===== src/hw/rtl/bmp_pkg.sv =====
`timescale 1ns / 1ps
package bmp_pkg;

  // Modulus and its Barrett reciprocal floor(2^60 / P).
  localparam logic [29:0] PRIME = 30'd1000000007;
  localparam logic [30:0] BARRETT_MU = 31'((64'd1 << 60) / 64'd1000000007);

  // Fermat exponent P-2, scanned LSB first.
  localparam int EXP_BITS = 30;
  localparam logic [EXP_BITS-1:0] EXP_VAL = 30'd1000000005;

  typedef struct packed {
    logic [15:0] n;
    logic [15:0] m;
  } in_item_t;

  typedef struct packed {
    logic signed [30:0] value;
    logic               range_error;
  } out_item_t;

  typedef enum logic [3:0] {
    S_FILL0,
    S_FILL_ISSUE,
    S_FILL_WAIT,
    S_IDLE,
    S_CHECK,
    S_RD_M,
    S_RD_T,
    S_LAT_C,
    S_DEN_WAIT,
    S_EXP_ACC,
    S_EXP_SQR,
    S_EXP_WAIT,
    S_FIN,
    S_FIN_WAIT,
    S_DONE
  } state_t;

  // Operand pairs for the modular multiplier.
  typedef enum logic [2:0] {
    OP_FILL,
    OP_DEN,
    OP_SQR,
    OP_ACC,
    OP_FIN
  } mul_op_t;

  // Where a multiplier result lands.
  typedef enum logic [1:0] {
    DST_FACT,
    DST_BASE,
    DST_ACC
  } mul_dst_t;

  // Table read address source.
  typedef enum logic [1:0] {
    RD_N,
    RD_M,
    RD_T
  } rd_sel_t;

  typedef struct packed {
    logic    fill_init;
    logic    fill_next;
    logic    mul_issue;
    mul_op_t mul_op;
    logic    load_query;
    rd_sel_t rd_sel;
    logic    lat_a;
    logic    lat_b;
    logic    lat_c;
    logic    exp_init;
    logic    set_range;
    logic    set_value;
    logic    out_load;
  } ctrl_cmd_t;

  typedef struct packed {
    logic fill_last;
    logic out_free;
    logic mul_busy;
    logic range_err;
  } ctrl_status_t;

endpackage


===== src/hw/rtl/bmp_ctrl.sv =====
`timescale 1ns / 1ps
module bmp_ctrl (
  input  logic                  clk,
  input  logic                  rst_n,
  input  logic                  in_valid,
  output logic                  in_ready,
  input  bmp_pkg::ctrl_status_t status,
  output bmp_pkg::ctrl_cmd_t    cmd
);
  import bmp_pkg::*;

  state_t     state_r, state_nxt;
  logic [4:0] bit_idx_r, bit_idx_nxt;

  // State and exponent bit counter.
  always_ff @(posedge clk) begin
    if (!rst_n) begin
      state_r   <= S_FILL0;
      bit_idx_r <= '0;
    end else begin
      state_r   <= state_nxt;
      bit_idx_r <= bit_idx_nxt;
    end
  end

  // Next state and commands.
  always_comb begin
    state_nxt   = state_r;
    bit_idx_nxt = bit_idx_r;
    cmd         = '0;
    cmd.mul_op  = OP_FILL;
    cmd.rd_sel  = RD_N;
    in_ready    = 1'b0;
    unique case (state_r)
      S_FILL0: begin
        cmd.fill_init = 1'b1;
        state_nxt     = S_FILL_ISSUE;
      end
      S_FILL_ISSUE: begin
        cmd.mul_issue = 1'b1;
        cmd.mul_op    = OP_FILL;
        state_nxt     = S_FILL_WAIT;
      end
      S_FILL_WAIT: begin
        if (!status.mul_busy) begin
          if (status.fill_last) begin
            state_nxt = S_IDLE;
          end else begin
            cmd.fill_next = 1'b1;
            state_nxt     = S_FILL_ISSUE;
          end
        end
      end
      S_IDLE: begin
        in_ready = 1'b1;
        if (in_valid) begin
          cmd.load_query = 1'b1;
          state_nxt      = S_CHECK;
        end
      end
      S_CHECK: begin
        if (status.range_err) begin
          cmd.set_range = 1'b1;
          state_nxt     = S_DONE;
        end else begin
          cmd.rd_sel = RD_N;
          state_nxt  = S_RD_M;
        end
      end
      S_RD_M: begin
        cmd.rd_sel = RD_M;
        cmd.lat_a  = 1'b1;
        state_nxt  = S_RD_T;
      end
      S_RD_T: begin
        cmd.rd_sel = RD_T;
        cmd.lat_b  = 1'b1;
        state_nxt  = S_LAT_C;
      end
      S_LAT_C: begin
        cmd.lat_c     = 1'b1;
        cmd.mul_issue = 1'b1;
        cmd.mul_op    = OP_DEN;
        cmd.exp_init  = 1'b1;
        bit_idx_nxt   = '0;
        state_nxt     = S_DEN_WAIT;
      end
      S_DEN_WAIT: begin
        if (!status.mul_busy) begin
          state_nxt = S_EXP_ACC;
        end
      end
      // Both products of a round read the old base, so they issue back to back.
      S_EXP_ACC: begin
        if (EXP_VAL[bit_idx_r]) begin
          cmd.mul_issue = 1'b1;
          cmd.mul_op    = OP_ACC;
        end
        state_nxt = S_EXP_SQR;
      end
      S_EXP_SQR: begin
        cmd.mul_issue = 1'b1;
        cmd.mul_op    = OP_SQR;
        state_nxt     = S_EXP_WAIT;
      end
      S_EXP_WAIT: begin
        if (!status.mul_busy) begin
          if (bit_idx_r == 5'(EXP_BITS - 1)) begin
            state_nxt = S_FIN;
          end else begin
            bit_idx_nxt = bit_idx_r + 5'd1;
            state_nxt   = S_EXP_ACC;
          end
        end
      end
      S_FIN: begin
        cmd.mul_issue = 1'b1;
        cmd.mul_op    = OP_FIN;
        state_nxt     = S_FIN_WAIT;
      end
      S_FIN_WAIT: begin
        if (!status.mul_busy) begin
          cmd.set_value = 1'b1;
          state_nxt     = S_DONE;
        end
      end
      S_DONE: begin
        if (status.out_free) begin
          cmd.out_load = 1'b1;
          state_nxt    = S_IDLE;
        end
      end
      default: begin
        state_nxt = S_FILL0;
      end
    endcase
  end

endmodule


===== config.mk =====
export PLATFORM = sky130hd
export DESIGN_NAME = bmp_ctrl
export DESIGN_NICKNAME = d
export VERILOG_FILES = /design/src/hw/rtl/bmp_pkg.sv /design/src/hw/rtl/bmp_ctrl.sv
export SDC_FILE = /design/constraint.sdc
export NUM_CORES = 1
export LEC_CHECK = 0
export BUFFER_PORTS_ARGS = -buffer_cell sky130_fd_sc_hd__buf_2
export CORE_UTILIZATION = 53
export CTS_CLUSTER_DIAMETER = 100
export DETAILED_ROUTE_END_ITERATION = 8
export HOLD_SLACK_MARGIN = 0.06
export PLACE_DENSITY = 0.78
export SLEW_MARGIN = 15
export SYNTH_ARGS = -nofsm -noshare
export SYNTH_HDL_FRONTEND = slang
export SYNTH_SLANG_ARGS = --single-unit

===== constraint.sdc =====
create_clock -name clk -period 3 [get_ports clk]
set_clock_uncertainty 0.1 [all_clocks]
set_input_delay 0.3 -clock clk [delete_from_list [all_inputs] [get_ports clk]]
set_output_delay 0.3 -clock clk [all_outputs]
set_load 0.01 [all_outputs]

==> summary.txt, run 1 <==
worst-margin pin slew -> 0.635 ns
number of core rows -> 15
Synth Flop Type -> dfxtp_1
worst min-delay path class -> input port to register
Final Instance Area -> 0.00121 mm2
HP Start -> rst_n
top cells by area, synth -> dfxtp_1 18%, nand2b_1 4.6%, buf_4 3.5%
EDFF count, synth -> 0
Overflow after GRT -> 0
setup TNS -> 0 ns
asr flop ratio synth -> 0
Inserted Clock Buffers -> 3
Core Area -> 0.00182 mm2
Setup WS pre-CTS -> 0.463 ns
min Tclk post-route -> 2.57 ns
largest fanout on the critical path -> 6
synth warn -> 0
Critical Path Start -> bit_idx_r[1]
register share of total power -> 0.293
Initial Utilization -> 0.595
CTS root buf -> clkbuf_4
relative slew slack -> 0.576
P_int -> 0.404 mW
1st-pass router iterations -> 4
ANT cells -> 0
Synth Cell Area -> 0.00108 mm2
gr usage total -> 0.256
PortBufs -> 23
CP max stage cell -> or4_4
Mapped Nets -> 145
Ports -> 24
Static Leak -> 0.522 nW
Pins Over Slew Limit -> 0
detailed-route DRC error count -> 0
status -> complete, no violations
CP bufs+invs -> 2
CP Launch Type -> register
Setup violations, final -> 0
Yosys reg bits -> 10
CP delay by family, top -> simple AND/OR/NAND/NOR gates
Max-Cap Viols -> 0
Synth-to-Final Area Change -> 11.9%
Num Clock Sinks -> 10
VDD IR-drop max -> 440 uV
Longest Clk Path Bufs -> 2
via count -> 1,050
power per cell area -> 616 mW/mm2
clk_lat worst skew -> 0.27 ns
post-synthesis area per instance -> 8.03 um2
count of cell types in the netlist -> 55
RSZ-0062 raised after global routing -> false
FILL cells -> 163
synth cell count leaders -> 10 x dfxtp_1, 9 x nor2_1, 8 x nand2_1, 8 x nand2b_1, 7 x a21oi_1
Min Hold Slack -> 0.258 ns
Die W -> 47.2 um
first-pass GRT wire length -> 4030 um
critical path class -> register to register
final worst-path cycle share -> 0.856
die area -> 0.00223 mm2
Switching Power -> 0.342 mW
antenna-violating nets left -> 0
largest net degree at the start of global routing -> 21
Layout Nets -> 163
post_cts resized -> 0
final WL -> 2510 um
hold buffers post-CTS -> 0
initial antenna violation count -> 0
# H-tree levels -> 1
Syn Inst Count -> 135
CP arrival -> 2.63 ns
Yosys top cell by area -> dfxtp_1
Req. time, crit path -> 3.06 ns
Gate power share -> 0.541
die height -> 47.2 um
CTS tree -> yes
gpl congestion -> 0.825
routed len/inst -> 14.2 um
Hold Vio Cnt, Final -> 0
worst-path cell chain -> inv_1 -> ha_1 -> and4_1 -> or4_4 -> a21oi_4 -> inv_1 -> ha_1 -> mux2i_1 -> o22a_1 -> a2bb2oi_2
Post-CTS Setup Inserts -> 0
final core utilization -> 0.666
post-DP HPWL -> 1830 um
CTS clk-pin slew, worst paths -> 0.07 ns
Max Clk Rate -> 390 MHz
post-DR vias/cell -> 5.93
Post-DP Area -> 0.00118 mm2
drt initial violations -> 37
post-synth top area share -> 0.185
Worst setup EP type -> register
layout cells sized above 1 -> 0.263
Clk pwr share -> 0.166
CP max stage delay -> 0.51 ns
worst reg2reg path startpoint -> bit_idx_r[1]
Sw Share -> 0.458
Final WS setup -> 0.433 ns
top-count cell post-synth -> dfxtp_1
sequential-to-total area share from yosys stat -> 0.185
vias in the first global route -> 856
-- stage by stage --
stage / total power [mW] / cells
after global placement: 0.612 / 173
after detailed placement: 0.622 / 173
final: 0.746 / 177
after floorplan: 0.542 / 135
after CTS: 0.749 / 177
after global routing: 0.813 / 177
-- layout by cell type (no fill, tap or decap), drive strengths merged, types with 5 or more instances in the layout --
cell type	n
nor2	9
o21a	5
o21ai	6
a21oi	8
buf	26
nand2b	8
dfxtp	10
nand2	8
inv	6
-- sequential cells by signal, indices dropped and copies added (netlist names), named ones only --
name / cells
bit_idx_r: 5
state_r: 4
-- logic make-up (layout without fill, tap and decap cells) --
group,Yosys count,in the layout,share of synthesized area
mux,3,3,0.0289
flops,10,10,0.185
xor+xnor,3,3,0.0243
compound gates,43,43,0.307
simple gates,54,54,0.329
fa+ha+maj,3,3,0.0346
buf+inv,19,36,0.0912
-- final cells by class --
type | instances | area (um2) | share of cell area
clock buffer | 4 | 36.3 | 0.0299
inverter | 6 | 22.5 | 0.0186
multi-input combinational | 106 | 785 | 0.647
sequential | 10 | 200 | 0.165
tap | 25 | 31.3 | 0.0258
timing repair buffer | 26 | 138 | 0.114
-- worst paths after layout --
kind	to	slack (ns)	cells past startpoint
worst max-delay path	register	0.43	10
worst min-delay path	state_r[0]	0.26	2
worst max register to register	register	0.43	10
worst min register to register	bit_idx_r[1]	0.50	1
-- power groups by stage --
| stage | Combinational [mW] | Clock, mW | Sequential [mW] |
|---|---|---|---|
| after global placement | 0.394 | 0 | 0.219 |
| after global routing | 0.450 | 0.136 | 0.227 |
| after floorplan | 0.365 | 0 | 0.177 |
| final | 0.404 | 0.124 | 0.219 |
| after detailed placement | 0.401 | 0 | 0.221 |
| after CTS | 0.403 | 0.127 | 0.218 |
-- worst register-to-register path, delay by kind of cell, from the launching register on --
kind | cells | cell delay [ns]
mux | 1 | 0.14
flops | 1 | 0.42
fa+ha+maj | 2 | 0.47
compound gates | 3 | 0.41
simple gates | 2 | 0.77
buf+inv | 2 | 0.14
-- routing by layer --
metal / vias to the layer above / track usage / part of all wire
met3: 2 / 0.0577 / 0.048
met4: 0 / 0.0514 / 0.0044
met2: 28 / 0.375 / 0.44
li1: 530 / - / -
met5: - / 0 / 0
met1: 490 / 0.381 / 0.51
(Power assumes the default switching activity.)
==> run 2, diff against run 1 <==
--- a/config.mk
+++ b/config.mk
@@ -8,3 +8,5 @@
 export BUFFER_PORTS_ARGS = -buffer_cell sky130_fd_sc_hd__buf_2
-export CORE_UTILIZATION = 53
+export CELL_PAD_IN_SITES_DETAIL_PLACEMENT = 1
+export CELL_PAD_IN_SITES_GLOBAL_PLACEMENT = 2
+export CORE_UTILIZATION = 31
 export CTS_CLUSTER_DIAMETER = 100
@@ -12,3 +14,3 @@
 export HOLD_SLACK_MARGIN = 0.06
-export PLACE_DENSITY = 0.78
+export PLACE_DENSITY_LB_ADDON = 0.1
 export SLEW_MARGIN = 15
--- a/constraint.sdc
+++ b/constraint.sdc
@@ -4,2 +4,2 @@
 set_output_delay 0.3 -clock clk [all_outputs]
-set_load 0.01 [all_outputs]
+set_load 0.005 [all_outputs]
==> run 2 against run 1 <==
Compared with the run above:
- first-iteration DRC count grew 19%
- sequential cell count did not move
- setup slack lost 0.0084 ns
- final area increased by 3.4%
- via count is 2.4% higher
- clock power about the same
- wire length rose by 21%
- critical path depth unchanged
- utilization is 29 points lower
- largest power group unchanged
- highest routed layer is now met3
==> summary.txt, run 2 (synthesized netlist as in run 1, its figures left out) <==
Worst setup EP type -> register
Largest register FFs -> 5 (unchanged)
clk_lat worst skew -> 0.27 ns (about the same)
detailed-route DRC error count -> 0 (unchanged)
layout cells sized above 1 -> 0.273 (+0.00957)
Initial Utilization -> 0.325 (-0.270)
gr usage total -> 0.179 (-0.0769)
Min Hold Slack -> 0.238 ns (-0.0202 ns)
largest net degree at the start of global routing -> 23 (+9.5%)
final worst-path cycle share -> 0.858 (+0.00279)
CTS clk-pin slew, worst paths -> 0.07 ns (about the same)
VDD IR-drop max -> 358 uV (-18%)
relative slew slack -> 0.730 (+0.154)
hold buffers post-CTS -> 0 (unchanged)
power per cell area -> 603 mW/mm2 (-2.1%)
top layer in use -> met3
Die W -> 61.1 um (+29%)
CP max stage delay -> 0.51 ns (about the same)
setup TNS -> 0 ns (unchanged)
drt initial violations -> 44 (+19%)
1st-pass router iterations -> 3 (-1)
vias in the first global route -> 981 (+15%)
CP Launch Type -> register
CP max stage cell -> or4_4
commonest non-fill, non-tap cell in the layout -> buf_2
gpl congestion -> 0.741 (-10%)
final core utilization -> 0.376 (-0.290)
Longest Clk Path Bufs -> 2 (unchanged)
Max-Cap Viols -> 0 (unchanged)
number of core rows -> 21 (+6)
worst-margin pin slew -> 0.399 ns (-0.236 ns)
Post-CTS Setup Inserts -> 0 (unchanged)
PortBufs -> 23 (unchanged)
Layout Nets -> 165 (+1.2%)
Static Leak -> 0.532 nW (+1.8%)
Req. time, crit path -> 3.06 ns (about the same)
initial antenna violation count -> 0 (unchanged)
commonest cells after routing, fill and taps aside -> 23 x buf_2, 10 x dfxtp_1, 9 x nor2_1
RSZ-0062 raised after global routing -> false
CTS tree -> yes
worst min-delay path class -> input port to register
die height -> 61.1 um (+29%)
routed len/inst -> 15.1 um (+6.8%)
total chip power -> 0.755 mW (+1.2%)
via count -> 1,075 (+2.4%)
post_cts resized -> 0 (unchanged)
Pins Over Slew Limit -> 0 (unchanged)
DR WL met3 -> 93 um (-23%)
status -> complete, no violations
critical path class -> register to register
met2 routed wirelength -> 1270 um (+15%)
first-pass GRT wire length -> 4970 um (+23%)
Inserted Clock Buffers -> 3 (unchanged)
post-DR vias/cell -> 5.38 (-9.4%)
# H-tree levels -> 1 (unchanged)
final WL -> 3030 um (+21%)
Num Clock Sinks -> 10 (unchanged)
die area -> 0.00374 mm2 (+68%)
Core Area -> 0.00334 mm2 (+83%)
top flop regs -> bit_idx_r x5, state_r x4
worst-path cell chain -> inv_1 -> ha_1 -> and4_1 -> or4_4 -> a21oi_4 -> inv_1 -> ha_1 -> mux2i_1 -> o22a_1 -> a2bb2oi_2
CP arrival -> 2.64 ns (about the same)
met1 wire length -> 1660 um (+31%)
Synth-to-Final Area Change -> 15.7%
ANT cells -> 0 (unchanged)
Ports -> 24 (unchanged)
Setup violations, final -> 0 (unchanged)
min Tclk post-route -> 2.58 ns (+0.00836 ns)
Overflow after GRT -> 0 (unchanged)
Hold Vio Cnt, Final -> 0 (unchanged)
CTS root buf -> clkbuf_4
post-DP HPWL -> 2250 um (+23%)
Max Clk Rate -> 388 MHz (-0.32%)
antenna-violating nets left -> 0 (unchanged)
largest fanout on the critical path -> 6 (unchanged)
largest register by flop count -> bit_idx_r
==> run 2: critical path, delay by kind of cell, from the launching register on <==
family,cells,cell delay (ns)
AND/OR/NAND/NOR,2,0.76
adder cells (fa/ha/maj),2,0.48
AO/OA/AOI/OAI,3,0.43
flip-flops,1,0.42
multiplexers,1,0.15
buffers and inverters,2,0.14
==> run 2: final cells by class <==
type | count | area, um2
Fill cell | 432 | 2080
Inverter | 6 | 22.5
Timing Repair Buffer | 28 | 153
Tap cell | 46 | 57.6
Multi-Input combinational cell | 106 | 785
Sequential cell | 10 | 200
Clock buffer | 4 | 36.3
==> run 2: per-stage QoR <==
stage / setup slack, ns / area, um2 / std cells
2_1_floorplan: 0.622 / 1080 / 135
3_3_place_gp: 0.547 / 1220 / 196
3_5_place_dp: 0.451 / 1220 / 196
4_1_cts: 0.426 / 1250 / 200
5_1_grt: 0.314 / 1250 / 200
6_report: 0.425 / 1250 / 200
==> run 2: final timing paths <==
check,startpoint,endpoint,slack [ns],cells after the start
worst max-delay path,bit_idx_r[1],register,0.42,10
worst min-delay path,rst_n,state_r[1],0.24,2
worst max register to register,bit_idx_r[1],register,0.42,10
worst min register to register,bit_idx_r[1],bit_idx_r[1],0.49,1
==> run 2: per-layer routing <==
| metal | vias to the layer above | GRT usage |
|---|---|---|
| li1 | 538 | - |
| met1 | 517 | 0.275 |
| met2 | 20 | 0.261 |
| met3 | 0 | 0.0378 |
| met4 | 0 | 0.0195 |
| met5 | - | 0 |
==> run 2: power breakdown <==
group          switching [mW]  leakage (nW)  internal, mW  total, mW
combinational           0.248         0.429         0.188      0.436
sequential             0.0401        0.0812         0.154      0.194
clock                  0.0519        0.0210        0.0737      0.126
total                   0.340         0.532         0.415      0.755
==> run 3, diff against run 2 <==
CELL_PAD_IN_SITES_DETAIL_PLACEMENT = default   (was 1)
CELL_PAD_IN_SITES_GLOBAL_PLACEMENT = default   (was 2)
CORE_UTILIZATION = 45   (was 31)
PLACE_DENSITY = 0.68   (was default)
PLACE_DENSITY_LB_ADDON = default   (was 0.1)
==> run 3 against run 2 <==
Compared with the run above:
- non-clock buffer count is 2 lower
- highest routed layer is now met4
- register-to-register slack better by 0.05 ns
- sequential share of layout area is 0.68 points higher
- wire length shrank 19%
==> summary.txt, run 3 (synthesized netlist as in run 1, its figures left out) <==
Inserted Clock Buffers -> 3 (unchanged)
CP max stage delay -> 0.51 ns (about the same)
register share of total power -> 0.306 (+0.050)
Clk pwr share -> 0.139 (-0.027)
ANT cells -> 0 (unchanged)
Final WS setup -> 0.479 ns (+0.0546 ns)
Num Clock Sinks -> 10 (unchanged)
PortBufs -> 23 (unchanged)
CTS clk-pin slew, worst paths -> 0.07 ns (about the same)
FILL cells -> 231 (-47%)
RSZ-0062 raised after global routing -> false
detailed-route DRC error count -> 0 (unchanged)
Static Leak -> 0.515 nW (-3.2%)
post-DP HPWL -> 1850 um (-18%)
min Tclk post-route -> 2.52 ns (-0.0546 ns)
dpl cells -> 176 (-10%)
setup TNS -> 0 ns (unchanged)
Overflow after GRT -> 0 (unchanged)
Gate power share -> 0.555 (-0.022)
Die W -> 51.1 um (-16%)
Setup WS pre-CTS -> 0.482 ns (+0.0313 ns)
post_cts resized -> 0 (unchanged)
Switching Power -> 0.323 mW (-5.1%)
Hold Vio Cnt, Final -> 0 (unchanged)
worst-margin pin slew -> 0.680 ns (+0.281 ns)
# H-tree levels -> 1 (unchanged)
gr usage total -> 0.222 (+0.0435)
Pins Over Slew Limit -> 0 (unchanged)
CTS tree -> yes
largest register by flop count -> bit_idx_r
post-DR vias/cell -> 5.81 (+8.1%)
commonest non-fill, non-tap cell in the layout -> buf_2
drt initial violations -> 14 (-68%)
layout cells sized above 1 -> 0.258 (-0.0144)
largest net degree at the start of global routing -> 24 (+4.3%)
number of core rows -> 17 (-19%)
first-pass GRT wire length -> 4410 um (-11%)
power per cell area -> 582 mW/mm2 (-3.5%)
vias in the first global route -> 967 (-1.4%)
Initial Utilization -> 0.485 (+0.160)
worst reg2reg path startpoint -> bit_idx_r[1]
Synth-to-Final Area Change -> 11.0%
CTS root buf -> clkbuf_4
1st-pass router iterations -> 4 (+1)
Req. time, crit path -> 3.06 ns (about the same)
final core utilization -> 0.538 (+0.163)
relative slew slack -> 0.546 (-0.184)
Worst setup EP type -> register
P_int -> 0.376 mW (-9.3%)
Post-Layout Cell Count -> 179 (-11%)
top flop regs -> bit_idx_r x5, state_r x4
worst-path cell chain -> inv_1 -> ha_1 -> and4_1 -> or4_4 -> a21oi_4 -> inv_1 -> ha_1 -> mux2i_1 -> o22a_1 -> a2bb2oi_2
die area -> 0.00261 mm2 (-30%)
CP max stage cell -> or4_4
initial antenna violation count -> 0 (unchanged)
die height -> 51.1 um (-16%)
worst min-delay path class -> input port to register
hold buffers post-CTS -> 0 (unchanged)
Setup violations, final -> 0 (unchanged)
CP delay by family, top -> simple AND/OR/NAND/NOR gates
HP Start -> rst_n
gpl congestion -> 0.879 (+19%)
Core Area -> 0.00223 mm2 (-33%)
VDD IR-drop max -> 300 uV (-16%)
antenna-violating nets left -> 0 (unchanged)
critical path class -> register to register
Longest Clk Path Bufs -> 2 (unchanged)
via count -> 1,040 (-3.3%)
hold depth -> 2 (unchanged)
Post-CTS Setup Inserts -> 0 (unchanged)
CP Launch Type -> register
Sw Share -> 0.462 (+0.0111)
Max-Cap Viols -> 0 (unchanged)
Ports -> 24 (unchanged)
Layout Nets -> 163 (-1.2%)
commonest cells after routing, fill and taps aside -> 23 x buf_2, 10 x dfxtp_1, 9 x nor2_1
final WL -> 2460 um (-19%)
worst-case reg-to-reg path depth -> 10 (unchanged)
Largest register FFs -> 5 (unchanged)
CP arrival -> 2.59 ns (-0.05 ns)
largest fanout on the critical path -> 6 (unchanged)
status -> complete, no violations
clk_lat worst skew -> 0.28 ns (about the same)
CP bufs+invs -> 2 (unchanged)
final worst-path cycle share -> 0.840 (-0.0182)
routed len/inst -> 13.7 um (-9.1%)
Hold Crit Endpoint -> state_r[1]
Max Clk Rate -> 397 MHz (+2.2%)
FF-to-FF setup slack -> 0.48 ns (+0.05 ns)
==> run 3: final cells by class <==
cell class / instances / area [um2] / area share
multi-input combinational: 106 / 785 / 0.652
tap: 28 / 35.0 / 0.0291
sequential: 10 / 200 / 0.166
clock buffer: 3 / 22.5 / 0.0187
timing repair buffer: 26 / 138 / 0.114
inverter: 6 / 22.5 / 0.0187
==> run 3: metal layers <==
layer | wire [um] | share of wire | up-vias | GRT usage
met5 | 0 | 0 | - | 0
met4 | 44 | 0.018 | 0 | 0.0972
met3 | 98 | 0.040 | 5 | 0.0268
met2 | 1230 | 0.50 | 26 | 0.386
met1 | 1090 | 0.44 | 476 | 0.272
li1 | - | - | 533 | -
==> run 3: per-stage QoR <==
stage	total power, mW	hold WS [ns]	cell area, um2
2_1_floorplan	0.528	0.318	1080
3_3_place_gp	0.600	0.450	1180
3_5_place_dp	0.607	0.476	1180
4_1_cts	0.704	0.244	1200
5_1_grt	0.767	0.247	1200
6_report	0.699	0.236	1200
==> run 3: worst max path at each step <==
stage,startpoint,endpoint,slack [ns],depth (start not counted)
6_report,bit_idx_r[1],register,0.48,10
2_1_floorplan,bit_idx_r[1],register,0.62,10
5_1_grt,bit_idx_r[1],register,0.29,10
4_1_cts,bit_idx_r[1],register,0.46,10
3_5_place_dp,bit_idx_r[1],register,0.48,10
3_3_place_gp,bit_idx_r[1],register,0.56,10
==> run 3: power by group through the flow <==
stage	registers, mW	logic, mW	clock network [mW]
after detailed placement	0.218	0.389	0
final	0.214	0.388	0.0974
after global routing	0.223	0.439	0.104
after global placement	0.217	0.383	0
after floorplan	0.177	0.351	0
after CTS	0.215	0.390	0.0991
